[config.mk]
export PLATFORM = sky130hd
export DESIGN_NAME = humidity_sensor_read_sequencer
export DESIGN_NICKNAME = d
export VERILOG_FILES = /design/src/sv/hsrs_pkg.sv /design/src/sv/humidity_sensor_read_sequencer.sv
export SDC_FILE = /design/constraint.sdc
export NUM_CORES = 1
export LEC_CHECK = 0
export BUFFER_PORTS_ARGS = -buffer_cell sky130_fd_sc_hd__buf_2
export CORE_UTILIZATION = 52
export CTS_BUF_LIST = sky130_fd_sc_hd__clkbuf_8 sky130_fd_sc_hd__clkbuf_16
export DETAILED_ROUTE_END_ITERATION = 8
export GPL_TIMING_DRIVEN = 0
export PLACE_DENSITY = 0.79
export SLEW_MARGIN = 20
export SYNTH_ARGS = -nofsm -noshare
export SYNTH_HDL_FRONTEND = slang
export SYNTH_SLANG_ARGS = --single-unit
[constraint.sdc]
create_clock -name clk -period 2.9 [get_ports clk]
set_clock_uncertainty 0.1 [all_clocks]
set_input_delay 0.87 -clock clk [delete_from_list [all_inputs] [get_ports clk]]
set_output_delay 0.87 -clock clk [all_outputs]
set_load 0.1 [all_outputs]
[src/sv/hsrs_pkg.sv]
// ----------------------------------------------------------------------------
// Humidity sensor read sequencer package
// Bus control codes, controller status codes, step numbers and the CRC-8
// check used by the read sequencer.
// ----------------------------------------------------------------------------
package hsrs_pkg;

	localparam logic       OP_START = 1'b0;
	localparam logic       OP_STEP  = 1'b1;

	localparam logic [7:0] CTL_NONE      = 8'h00;
	localparam logic [7:0] CTL_START     = 8'hA4;
	localparam logic [7:0] CTL_SEND      = 8'h84;
	localparam logic [7:0] CTL_READ_ACK  = 8'hC4;
	localparam logic [7:0] CTL_READ_NACK = 8'h84;
	localparam logic [7:0] CTL_RESTART   = 8'hB4;
	localparam logic [7:0] CTL_STOP      = 8'h94;

	localparam logic [7:0] ST_START     = 8'h08;
	localparam logic [7:0] ST_SLAW_ACK  = 8'h18;
	localparam logic [7:0] ST_SLAW_NACK = 8'h20;
	localparam logic [7:0] ST_DATA_ACK  = 8'h28;
	localparam logic [7:0] ST_DATA_NACK = 8'h30;
	localparam logic [7:0] ST_SLAR_ACK  = 8'h40;
	localparam logic [7:0] ST_SLAR_NACK = 8'h48;
	localparam logic [7:0] ST_RX_ACK    = 8'h50;
	localparam logic [7:0] ST_RX_NACK   = 8'h58;

	localparam logic [3:0] STEP_IDLE     = 4'd0;
	localparam logic [3:0] STEP_START    = 4'd1;
	localparam logic [3:0] STEP_ADDR_W   = 4'd2;
	localparam logic [3:0] STEP_CMD_HI   = 4'd3;
	localparam logic [3:0] STEP_CMD_LO   = 4'd4;
	localparam logic [3:0] STEP_RESTART  = 4'd5;
	localparam logic [3:0] STEP_ADDR_R   = 4'd6;
	localparam logic [3:0] STEP_T_HI     = 4'd7;
	localparam logic [3:0] STEP_T_LO     = 4'd8;
	localparam logic [3:0] STEP_T_CRC    = 4'd9;
	localparam logic [3:0] STEP_H_HI     = 4'd10;
	localparam logic [3:0] STEP_H_LO     = 4'd11;
	localparam logic [3:0] STEP_H_CRC    = 4'd12;

	localparam logic       REG_DEVICE_ADDRESS  = 1'b0;
	localparam logic       REG_MEASURE_COMMAND = 1'b1;

	localparam logic [6:0]  DEVICE_ADDRESS_RST  = 7'h44;
	localparam logic [15:0] MEASURE_COMMAND_RST = 16'h2C06;

	localparam logic [7:0] CRC_POLY = 8'h31;
	localparam logic [7:0] CRC_INIT = 8'hFF;

	function automatic logic [7:0] crc8_round(input logic [7:0] c_in);
		logic [7:0] c;
		c = c_in;
		for (int i = 0; i < 8; i++) begin
			c = c[7] ? ({c[6:0], 1'b0} ^ CRC_POLY) : {c[6:0], 1'b0};
		end
		return c;
	endfunction

	function automatic logic [7:0] crc8_word(input logic [15:0] w);
		logic [7:0] c;
		c = crc8_round(CRC_INIT ^ w[15:8]);
		c = crc8_round(c ^ w[7:0]);
		return c;
	endfunction

endpackage

[src/sv/humidity_sensor_read_sequencer.sv]
// ----------------------------------------------------------------------------
// Humidity sensor read sequencer
// Steps a two-wire bus controller through one measurement read and checks
// the two CRC-8 bytes of the returned data words.
// ----------------------------------------------------------------------------
// Usage:
//   Input channel (in_valid/in_ready): opcode 0 starts a new read, opcode 1
//   reports a completed bus step with its status byte and received byte.
//   Every input word yields exactly one output word on out_valid/out_ready:
//   the next control byte, the byte to transmit, end and error flags, the
//   CRC result and the current data words.
//   An accepted word passes the input register, then the output register;
//   one word is taken every cycle unless the receiver stalls, set by the
//   single sequencer state update in the stage feeding the output register.
//   When the receiver stalls, the output word holds and the input register
//   fills; in_ready drops only when both are occupied.
//   Configuration (cfg_valid/cfg_index/cfg_data) is always ready; index 0
//   sets the 7-bit device address, index 1 the 16-bit measurement command.
//   Reset returns the sequencer to idle, clears the data words and check
//   bytes and restores the configuration defaults.
// ----------------------------------------------------------------------------
module humidity_sensor_read_sequencer
	import hsrs_pkg::*;
(
	input  logic        clk,
	input  logic        arst_n,
	input  logic        in_valid,
	output logic        in_ready,
	input  logic        opcode,
	input  logic [7:0]  bus_status,
	input  logic [7:0]  rx_byte,
	output logic        out_valid,
	input  logic        out_ready,
	output logic [7:0]  bus_control,
	output logic [7:0]  tx_byte,
	output logic        tx_valid,
	output logic        done_res,
	output logic [3:0]  error_code,
	output logic        crc_ok,
	output logic [15:0] temperature_raw,
	output logic [15:0] humidity_raw,
	input  logic        cfg_valid,
	output logic        cfg_ready,
	input  logic        cfg_index,
	input  logic [15:0] cfg_data
);

	logic        valid_s1;
	logic        opcode_s1;
	logic [7:0]  status_s1;
	logic [7:0]  rx_s1;
	logic        advance;

	logic [6:0]  dev_addr_q;
	logic [15:0] meas_cmd_q;
	logic [3:0]  step_q;
	logic [15:0] temp_word_q;
	logic [15:0] hum_word_q;
	logic [7:0]  temp_check_q;
	logic [7:0]  hum_check_q;

	logic [3:0]  step_n;
	logic [15:0] temp_word_n;
	logic [15:0] hum_word_n;
	logic [7:0]  temp_check_n;
	logic [7:0]  hum_check_n;
	logic [7:0]  ctl_c;
	logic [7:0]  tx_c;
	logic        txv_c;
	logic        done_c;
	logic [3:0]  err_c;
	logic        ok_c;
	logic [7:0]  expect_c;
	logic [7:0]  nack_c;
	logic        has_nack_c;

	assign advance   = valid_s1 && (!out_valid || out_ready);
	assign in_ready  = !valid_s1 || advance;
	assign cfg_ready = 1'b1;

	always_ff @(posedge clk or negedge arst_n) begin
		if (!arst_n) begin
			valid_s1 <= 1'b0;
		end else if (in_ready) begin
			valid_s1 <= in_valid;
		end
	end

	always_ff @(posedge clk) begin
		if (in_valid && in_ready) begin
			opcode_s1 <= opcode;
			status_s1 <= bus_status;
			rx_s1     <= rx_byte;
		end
	end

	always_ff @(posedge clk or negedge arst_n) begin
		if (!arst_n) begin
			dev_addr_q <= DEVICE_ADDRESS_RST;
			meas_cmd_q <= MEASURE_COMMAND_RST;
		end else if (cfg_valid) begin
			case (cfg_index)
				REG_DEVICE_ADDRESS:  dev_addr_q <= cfg_data[6:0];
				REG_MEASURE_COMMAND: meas_cmd_q <= cfg_data;
				default: ;
			endcase
		end
	end

	always_comb begin
		step_n       = step_q;
		temp_word_n  = temp_word_q;
		hum_word_n   = hum_word_q;
		temp_check_n = temp_check_q;
		hum_check_n  = hum_check_q;
		ctl_c        = CTL_NONE;
		tx_c         = 8'h00;
		txv_c        = 1'b0;
		done_c       = 1'b0;
		err_c        = 4'd0;
		ok_c         = 1'b0;
		expect_c     = ST_RX_ACK;
		nack_c       = 8'h00;
		has_nack_c   = 1'b0;

		case (step_q)
			STEP_START, STEP_RESTART: expect_c = ST_START;
			STEP_ADDR_W: begin
				expect_c   = ST_SLAW_ACK;
				nack_c     = ST_SLAW_NACK;
				has_nack_c = 1'b1;
			end
			STEP_CMD_HI, STEP_CMD_LO: begin
				expect_c   = ST_DATA_ACK;
				nack_c     = ST_DATA_NACK;
				has_nack_c = 1'b1;
			end
			STEP_ADDR_R: begin
				expect_c   = ST_SLAR_ACK;
				nack_c     = ST_SLAR_NACK;
				has_nack_c = 1'b1;
			end
			STEP_H_CRC: expect_c = ST_RX_NACK;
			default:    expect_c = ST_RX_ACK;
		endcase

		if (opcode_s1 == OP_START) begin
			temp_word_n  = 16'h0000;
			hum_word_n   = 16'h0000;
			temp_check_n = 8'h00;
			hum_check_n  = 8'h00;
			ctl_c        = CTL_START;
			step_n       = STEP_START;
		end else if (step_q >= STEP_START && step_q <= STEP_H_CRC) begin
			if (status_s1 != expect_c) begin
				if (has_nack_c && status_s1 == nack_c) begin
					ctl_c = CTL_STOP;
				end
				err_c  = step_q;
				done_c = 1'b1;
				step_n = STEP_IDLE;
			end else begin
				step_n = (step_q == STEP_H_CRC) ? STEP_IDLE : step_q + 4'd1;
				case (step_q)
					STEP_START: begin
						ctl_c = CTL_SEND;
						tx_c  = {dev_addr_q, 1'b0};
						txv_c = 1'b1;
					end
					STEP_ADDR_W: begin
						ctl_c = CTL_SEND;
						tx_c  = meas_cmd_q[15:8];
						txv_c = 1'b1;
					end
					STEP_CMD_HI: begin
						ctl_c = CTL_SEND;
						tx_c  = meas_cmd_q[7:0];
						txv_c = 1'b1;
					end
					STEP_CMD_LO: ctl_c = CTL_RESTART;
					STEP_RESTART: begin
						ctl_c = CTL_SEND;
						tx_c  = {dev_addr_q, 1'b1};
						txv_c = 1'b1;
					end
					STEP_ADDR_R: ctl_c = CTL_READ_ACK;
					STEP_T_HI: begin
						temp_word_n = {rx_s1, 8'h00};
						ctl_c       = CTL_READ_ACK;
					end
					STEP_T_LO: begin
						temp_word_n = {temp_word_q[15:8], temp_word_q[7:0] | rx_s1};
						ctl_c       = CTL_READ_ACK;
					end
					STEP_T_CRC: begin
						temp_check_n = rx_s1;
						ctl_c        = CTL_READ_ACK;
					end
					STEP_H_HI: begin
						hum_word_n = {rx_s1, 8'h00};
						ctl_c      = CTL_READ_ACK;
					end
					STEP_H_LO: begin
						hum_word_n = {hum_word_q[15:8], hum_word_q[7:0] | rx_s1};
						ctl_c      = CTL_READ_NACK;
					end
					default: begin
						hum_check_n = rx_s1;
						ctl_c       = CTL_STOP;
						done_c      = 1'b1;
						ok_c        = (crc8_word(hum_word_q) == rx_s1) &&
						              (crc8_word(temp_word_q) == temp_check_q);
					end
				endcase
			end
		end else begin
			step_n = STEP_IDLE;
		end
	end

	// advance sequencer state with each word leaving the input register
	always_ff @(posedge clk or negedge arst_n) begin
		if (!arst_n) begin
			step_q       <= STEP_IDLE;
			temp_word_q  <= 16'h0000;
			hum_word_q   <= 16'h0000;
			temp_check_q <= 8'h00;
			hum_check_q  <= 8'h00;
		end else if (advance) begin
			step_q       <= step_n;
			temp_word_q  <= temp_word_n;
			hum_word_q   <= hum_word_n;
			temp_check_q <= temp_check_n;
			hum_check_q  <= hum_check_n;
		end
	end

	always_ff @(posedge clk or negedge arst_n) begin
		if (!arst_n) begin
			out_valid <= 1'b0;
		end else if (advance) begin
			out_valid <= 1'b1;
		end else if (out_ready) begin
			out_valid <= 1'b0;
		end
	end

	always_ff @(posedge clk) begin
		if (advance) begin
			bus_control     <= ctl_c;
			tx_byte         <= tx_c;
			tx_valid        <= txv_c;
			done_res        <= done_c;
			error_code      <= err_c;
			crc_ok          <= ok_c;
			temperature_raw <= temp_word_n;
			humidity_raw    <= hum_word_n;
		end
	end

	a_step_range: assert property (@(posedge clk) disable iff (!arst_n)
		step_q <= STEP_H_CRC)
		else $error("sequencer step out of range");

	a_done_idles: assert property (@(posedge clk) disable iff (!arst_n)
		advance && done_c |=> step_q == STEP_IDLE)
		else $error("sequencer not idle after end of sequence");

	a_tx_send: assert property (@(posedge clk) disable iff (!arst_n)
		out_valid && tx_valid |-> bus_control == CTL_SEND && !done_res)
		else $error("transmit byte without send control");

	a_crc_clean: assert property (@(posedge clk) disable iff (!arst_n)
		out_valid && crc_ok |-> done_res && error_code == 4'd0)
		else $error("crc_ok without clean completion");

	a_err_done: assert property (@(posedge clk) disable iff (!arst_n)
		out_valid && error_code != 4'd0 |-> done_res && !tx_valid)
		else $error("error code without end of sequence");

endmodule

**After elaboration in Yosys (flattened, before gate mapping)**

Cells that the tools add are included.

- Magnitude comparators: 2
- Add/subtract/negate cells: 1
- Reductions and logical operators: 24
- Bitwise logic cells: 41
- Eq/ne operators: 19
- Multiplexer cells: 61

Operators with widths:

| cell | count |
|---|---|
| 2-to-1 mux 6 bit | 32 |
| 2-to-1 mux 16 bit | 6 |
| inverter 3 bit | 32 |
| case mux 16 bit (2 select lines) | 2 |
| 2-to-1 mux 8 bit | 7 |
| case mux 7 bit (3 select lines) | 2 |
| case mux 7 bit (5 select lines) | 1 |
| case mux 8 bit (4 select lines) | 1 |
| equality test 8 bit | 3 |
| equality test 4 bit (second input constant) | 5 |
| equality test 4 x 3 -> 1 bit (second input constant) | 4 |
| 2-to-1 mux 4 bit | 4 |
| inverter 8 bit | 2 |
| OR 8 bit | 2 |
| bitwise XOR 8 bit | 2 |
| OR reduction 14 bit | 1 |
| OR reduction 11 bit | 1 |
| OR reduction 5 bit | 2 |
| equality test 4 x 2 -> 1 bit (second input constant) | 2 |
| inequality test 8 bit | 1 |
| OR reduction 4 bit | 2 |
| 2-to-1 mux 1 bit | 6 |
| AND reduction 2 bit | 3 |
| logical AND 1 bit | 5 |
| 14 further kinds | 20 |

- Register bits: 141
- Logic and storage cells: 168

**Depth between registers and ports, before layout**

- Word-level depth: 36
- Gate-level depth with buffers: 12
- Mapped depth without buffers: 9

**Worst setup path before layout**

OpenSTA, ideal clock, no wires.

- Path type: input -> register
- Start: input out_ready
- End: register temp_word_q[4]
- Buffers on the path: 1
- Stages on the path: 6
- Library setup time: 0.082 ns
- Path slack: -0.594 ns
- Arrival time: 3.312 ns
- Cells stage by stage: nand2b_1 nand2_1 inv_1 clkbuf_1 a32oi_1 o21ai_1

- Cells in the longest elaborated chain, start to end: 2

RTL lines:

| item | line | source |
|---|---|---|
| start: declaration | humidity_sensor_read_sequencer.sv:33 | `input logic out_ready,` |
| logical OR 1 bit | humidity_sensor_read_sequencer.sv:77 | `assign advance = valid_s1 && (!out_valid \|\| out_ready);` |
| logical AND 1 bit | humidity_sensor_read_sequencer.sv:77 |  |
| net advance | humidity_sensor_read_sequencer.sv:52 | `logic advance;` |
| end signal: assignment | humidity_sensor_read_sequencer.sv:231 | `temp_word_q <= temp_word_n;` |
| end: declaration | humidity_sensor_read_sequencer.sv:57 | `logic [15:0] temp_word_q;` |

The timed path passes the listed nets, and every way through them passes these cells.
A chain may end at the register's enable or synchronous reset.

**Final worst setup path**

- Start: register step_q[0]
- End: register step_q[0]

- Cells in the longest elaborated chain, start to end: 7
- Elaborated cells between the ends (all ways): 19

RTL lines:

| item | line | source |
|---|---|---|
| start: declaration | humidity_sensor_read_sequencer.sv:56 | `logic [3:0] step_q;` |
| start signal: assignment | humidity_sensor_read_sequencer.sv:230 | `step_q <= step_n;` |
| equality test 4 x 3 -> 1 bit, or another cell as far along | humidity_sensor_read_sequencer.sv:126 | `case (step_q)` |
| OR reduction 2 bit | humidity_sensor_read_sequencer.sv:126 |  |
| case mux 7 bit (5 select lines) | humidity_sensor_read_sequencer.sv:126 |  |
| inequality test 8 bit | humidity_sensor_read_sequencer.sv:155 | `if (status_s1 != expect_c) begin` |
| 2-to-1 mux 4 bit | humidity_sensor_read_sequencer.sv:155 |  |
| 2-to-1 mux 4 bit * | humidity_sensor_read_sequencer.sv:154 | `end else if (step_q >= STEP_START && step_q <= STEP_H_CRC) begin` |
| 2-to-1 mux 4 bit * | humidity_sensor_read_sequencer.sv:147 | `if (opcode_s1 == OP_START) begin` |

Every way passes the cells marked *; elsewhere a longest branch is shown, timed or not.

==> impl_metrics.toml <==
[run_status]
status = "finished clean"

[cells_and_area]
antennaDiodeCount = 0
drive_above_1_share_pct = 28.3
syn_to_final_growth_pct = 21.5
fin_nets = 735

[detailed_routing]
ant_nets = 0
drtIter0Drc = 455
wl_mm = 15.8
dr_total_vias = 5009
drt-vias-per-instance = 5.72
firstDrtPassIters = 7
drc = 0
wl_per_cell_microns = 18.0

[worst_setup_path]
cp.required_ns = 3.13
crit_family = "simple AND/OR/NAND/NOR gates"
critical_path.max_stage_delay_ns = 0.49
cpMostUsedCell = "buf_4"
cp.arrival_ns = 3.03
critPathBufInv = 3
cp-start-kind = "flip-flop"
critPathKind = "reg -> reg"
crit_fanout = 5
path_cells = "inv_1, ha_2, nor2_1, o311ai_1, xnor2_1, nand4_1, buf_4, buf_4, or4b_1, a31oi_1"
slowest_stage = "or4b_1"
endpoint_kind = "flip-flop"

[synth]
yosysMostFrequentCell = "edfxtp_1"
async_reset_ff_share_pct = 50.4
ys_ff_latch = 137
synth_area_sq_mm = 0.00676
synth_top_area_share_pct = 30.2
ys.flop_type = "edfxtp_1"
synth-edff-count = 68
synth_area_leaders = "edfxtp_1, dfrtp_1, xnor2_1, mux2_2, xnor3_1"
seq_area_frac_synth_pct = 55.9
yosys_warnings = 0
ys_types = 55
syn-instance-count = 574
synth_area_leader_cell = "edfxtp_1"
ys_top_cells_by_count = "edfxtp_1, dfrtp_1, nor2_1"
synth_area_per_cell_sq_um = 11.8

[global_routing]
grt_usage_pct = 25.3
antenna_found_initial = 0
use_met3_pct = 8.05
grt_pass1_vias = 4842
use_met2_pct = 40.1
grt-ovfl-total = 0
grt_max_degree = 61
grt.busiest_layer = "met2"
grt_pass1_wl_mm = 25.0
met1_usage_pct = 31.5

[placement]
port_buffers = 92
dp_hpwl_mm = 10.8
gp_congestion = 0.890

[pwr]
totalPowerFinal_uw = 5750
power_density_mw_per_mm2 = 700
p_leak_uw = 0.00341
vdd_drop_max_uv = 408

[clocking]
cts_root_buf = "clkbuf_16"
cts_inserted_buffers = 17
clk_pin_slew_ns = 0.05
cts_max_path_buffers = 2
cts.sinks = 137
cts_tree = "done"
cts_hold_repair.buffers = 0
htreeDepth = 4
insertion_delay_ns = 0.42

[floorplan]
floorplan.rows = 41
die_h_microns = 116
initial_utilization_pct = 53.4
dieArea_sq_mm = 0.0135
pin_count = 97
core_sq_mm = 0.0127
dieWidth_microns = 116

[sta]
slew_headroom_pct = 45.5
fin_crit_sh_pct = 96.6
layout_min_cycle_time_ns = 2.80
rsz0062_at_grt = "yes"
finalSetupViolCount = 0
clock.fmax_mhz = 357
worstMarginPinSlew_ns = 0.818
holdWs_ns = 0.264
hold_viol = 0
slew_viol_final = 0

[worst_hold_path]
min-delay-path-class = "in -> async"

[flow_run]
drv_cap = 0
[cells in the final DEF, fill, tap and decap left out, types with 4 or more instances in the layout]
master / n
and2_1: 6
nor2_1: 53
clkinv_1: 5
clkinvlp_4: 5
nand3_1: 6
dfrtp_1: 60
nor3_1: 5
clkbuf_2: 5
edfxtp_1: 68
conb_1: 4
xnor2_1: 49
nand2_1: 42
dfstp_2: 7
a21oi_1: 30
nor2b_1: 5
a31oi_1: 4
xnor3_1: 8
mux2_2: 23
a22oi_1: 23
xnor2_2: 5
mux2i_1: 4
a22o_1: 20
and3_1: 8
nand2b_1: 7
o21ai_1: 12
buf_2: 93
buf_4: 15
o21ai_0: 5
clkbuf_1: 24
inv_1: 6
clkbuf_16: 17
a21o_1: 6
a222oi_1: 7
xor2_1: 6
[timing repair]
action | 4_1_cts | 5_1_grt
endpoints found under the setup margin | 65 | 62
pin swaps | 4 | 4
cloned | 0 | 0
setup buffers | 3 | 5
gates resized for setup | 17 | 24
[kinds of logic after synthesis]
| kind of cell | synth area share, % |
|---|---|
| XOR/XNOR | 11.8 |
| multiplexers | 4.42 |
| AND/OR/NAND/NOR | 11.0 |
| flip-flops | 55.9 |
| buffers and inverters | 3.24 |
| AO/OA/AOI/OAI | 12.7 |
| adder cells (fa/ha/maj) | 0.925 |
| other | 0.111 |
[worst reg2reg max path: stages, from the launching register on]
cell and delay (ns):
dfrtp_2 0.44, inv_1 0.14, ha_2 0.25, nor2_1 0.07, o311ai_1 0.31, xnor2_1 0.23
nand4_1 0.19, buf_4 0.20, buf_4 0.14, or4b_1 0.49, a31oi_1 0.17
[state kept, by name (all words and copies together), names as in the netlist, 4 cells and up]
name	flops
rx_s1	8
dev_addr_q	7
temperature_raw	16
temp_check_q	8
status_s1	8
hum_word_q	16
humidity_raw	16
bus_control	4
temp_word_q	16
meas_cmd_q	16
step_q	4
tx_byte	8
error_code	4
[path summary, 6_finish.rpt]
| kind | from | endpoint | slack, ns | cells after the start |
|---|---|---|---|---|
| min in group clk | valid_s1$_DFFE_PN0N_ | out_valid$_DFFE_PN0P_ | 0.40 | 1 |
| hold / removal | arst_n | out_valid$_DFFE_PN0P_ | 0.26 | 1 |
| hold reg to reg | valid_s1$_DFFE_PN0N_ | out_valid$_DFFE_PN0P_ | 0.40 | 1 |
| max in group asynchronous | arst_n | dev_addr_q[2]$_DFFE_PN1P_ | 1.83 | 2 |
| setup reg to reg | step_q[0]$_DFFE_PN0P_ | step_q[0]$_DFFE_PN0P_ | 0.1 | 10 |
| setup / recovery | step_q[0]$_DFFE_PN0P_ | step_q[0]$_DFFE_PN0P_ | 0.1 | 10 |
[layer usage]
layer,part of all wire [%],wire [microns]
met5,0,0
met4,3.0,480
met3,8.3,1320
met2,47,7420
met1,42,6570
[power by group]
group	leakage (uW)	total [uW]	internal (uW)	switching [uW]
clock network	0.000272	2120	1330	788
logic	0.00157	1360	442	913
registers	0.00157	2270	2200	70.6
[stage by stage]
step / TNS, ns / cells / setup slack, ns / util (%) / instance area, sq um
finish: 0 / 876 / 0.0978 / 64.8 / 8220
global route: -0.0493 / 876 / -0.0493 / 64.8 / 8220
CTS: 0 / 872 / 0.0162 / 64.2 / 8130
detailed placement: -16.02 / 841 / -0.545 / 59.0 / 7470
global placement: -27.71 / 840 / -0.447 / 58.8 / 7450
floorplan: 0 / 576 / 0.0751 / - / 6770
[cell type report]
cell class / instances / area (sq um)
multi-input combinational: 387 / 2870
clock inverter: 15 / 160
inverter: 7 / 26.3
sequential: 137 / 3780
clock buffer: 17 / 425
buffer: 40 / 195
timing repair buffer: 101 / 543
fill: 967 / 4450
tap: 172 / 215
Power figures use the tool's default switching activity.
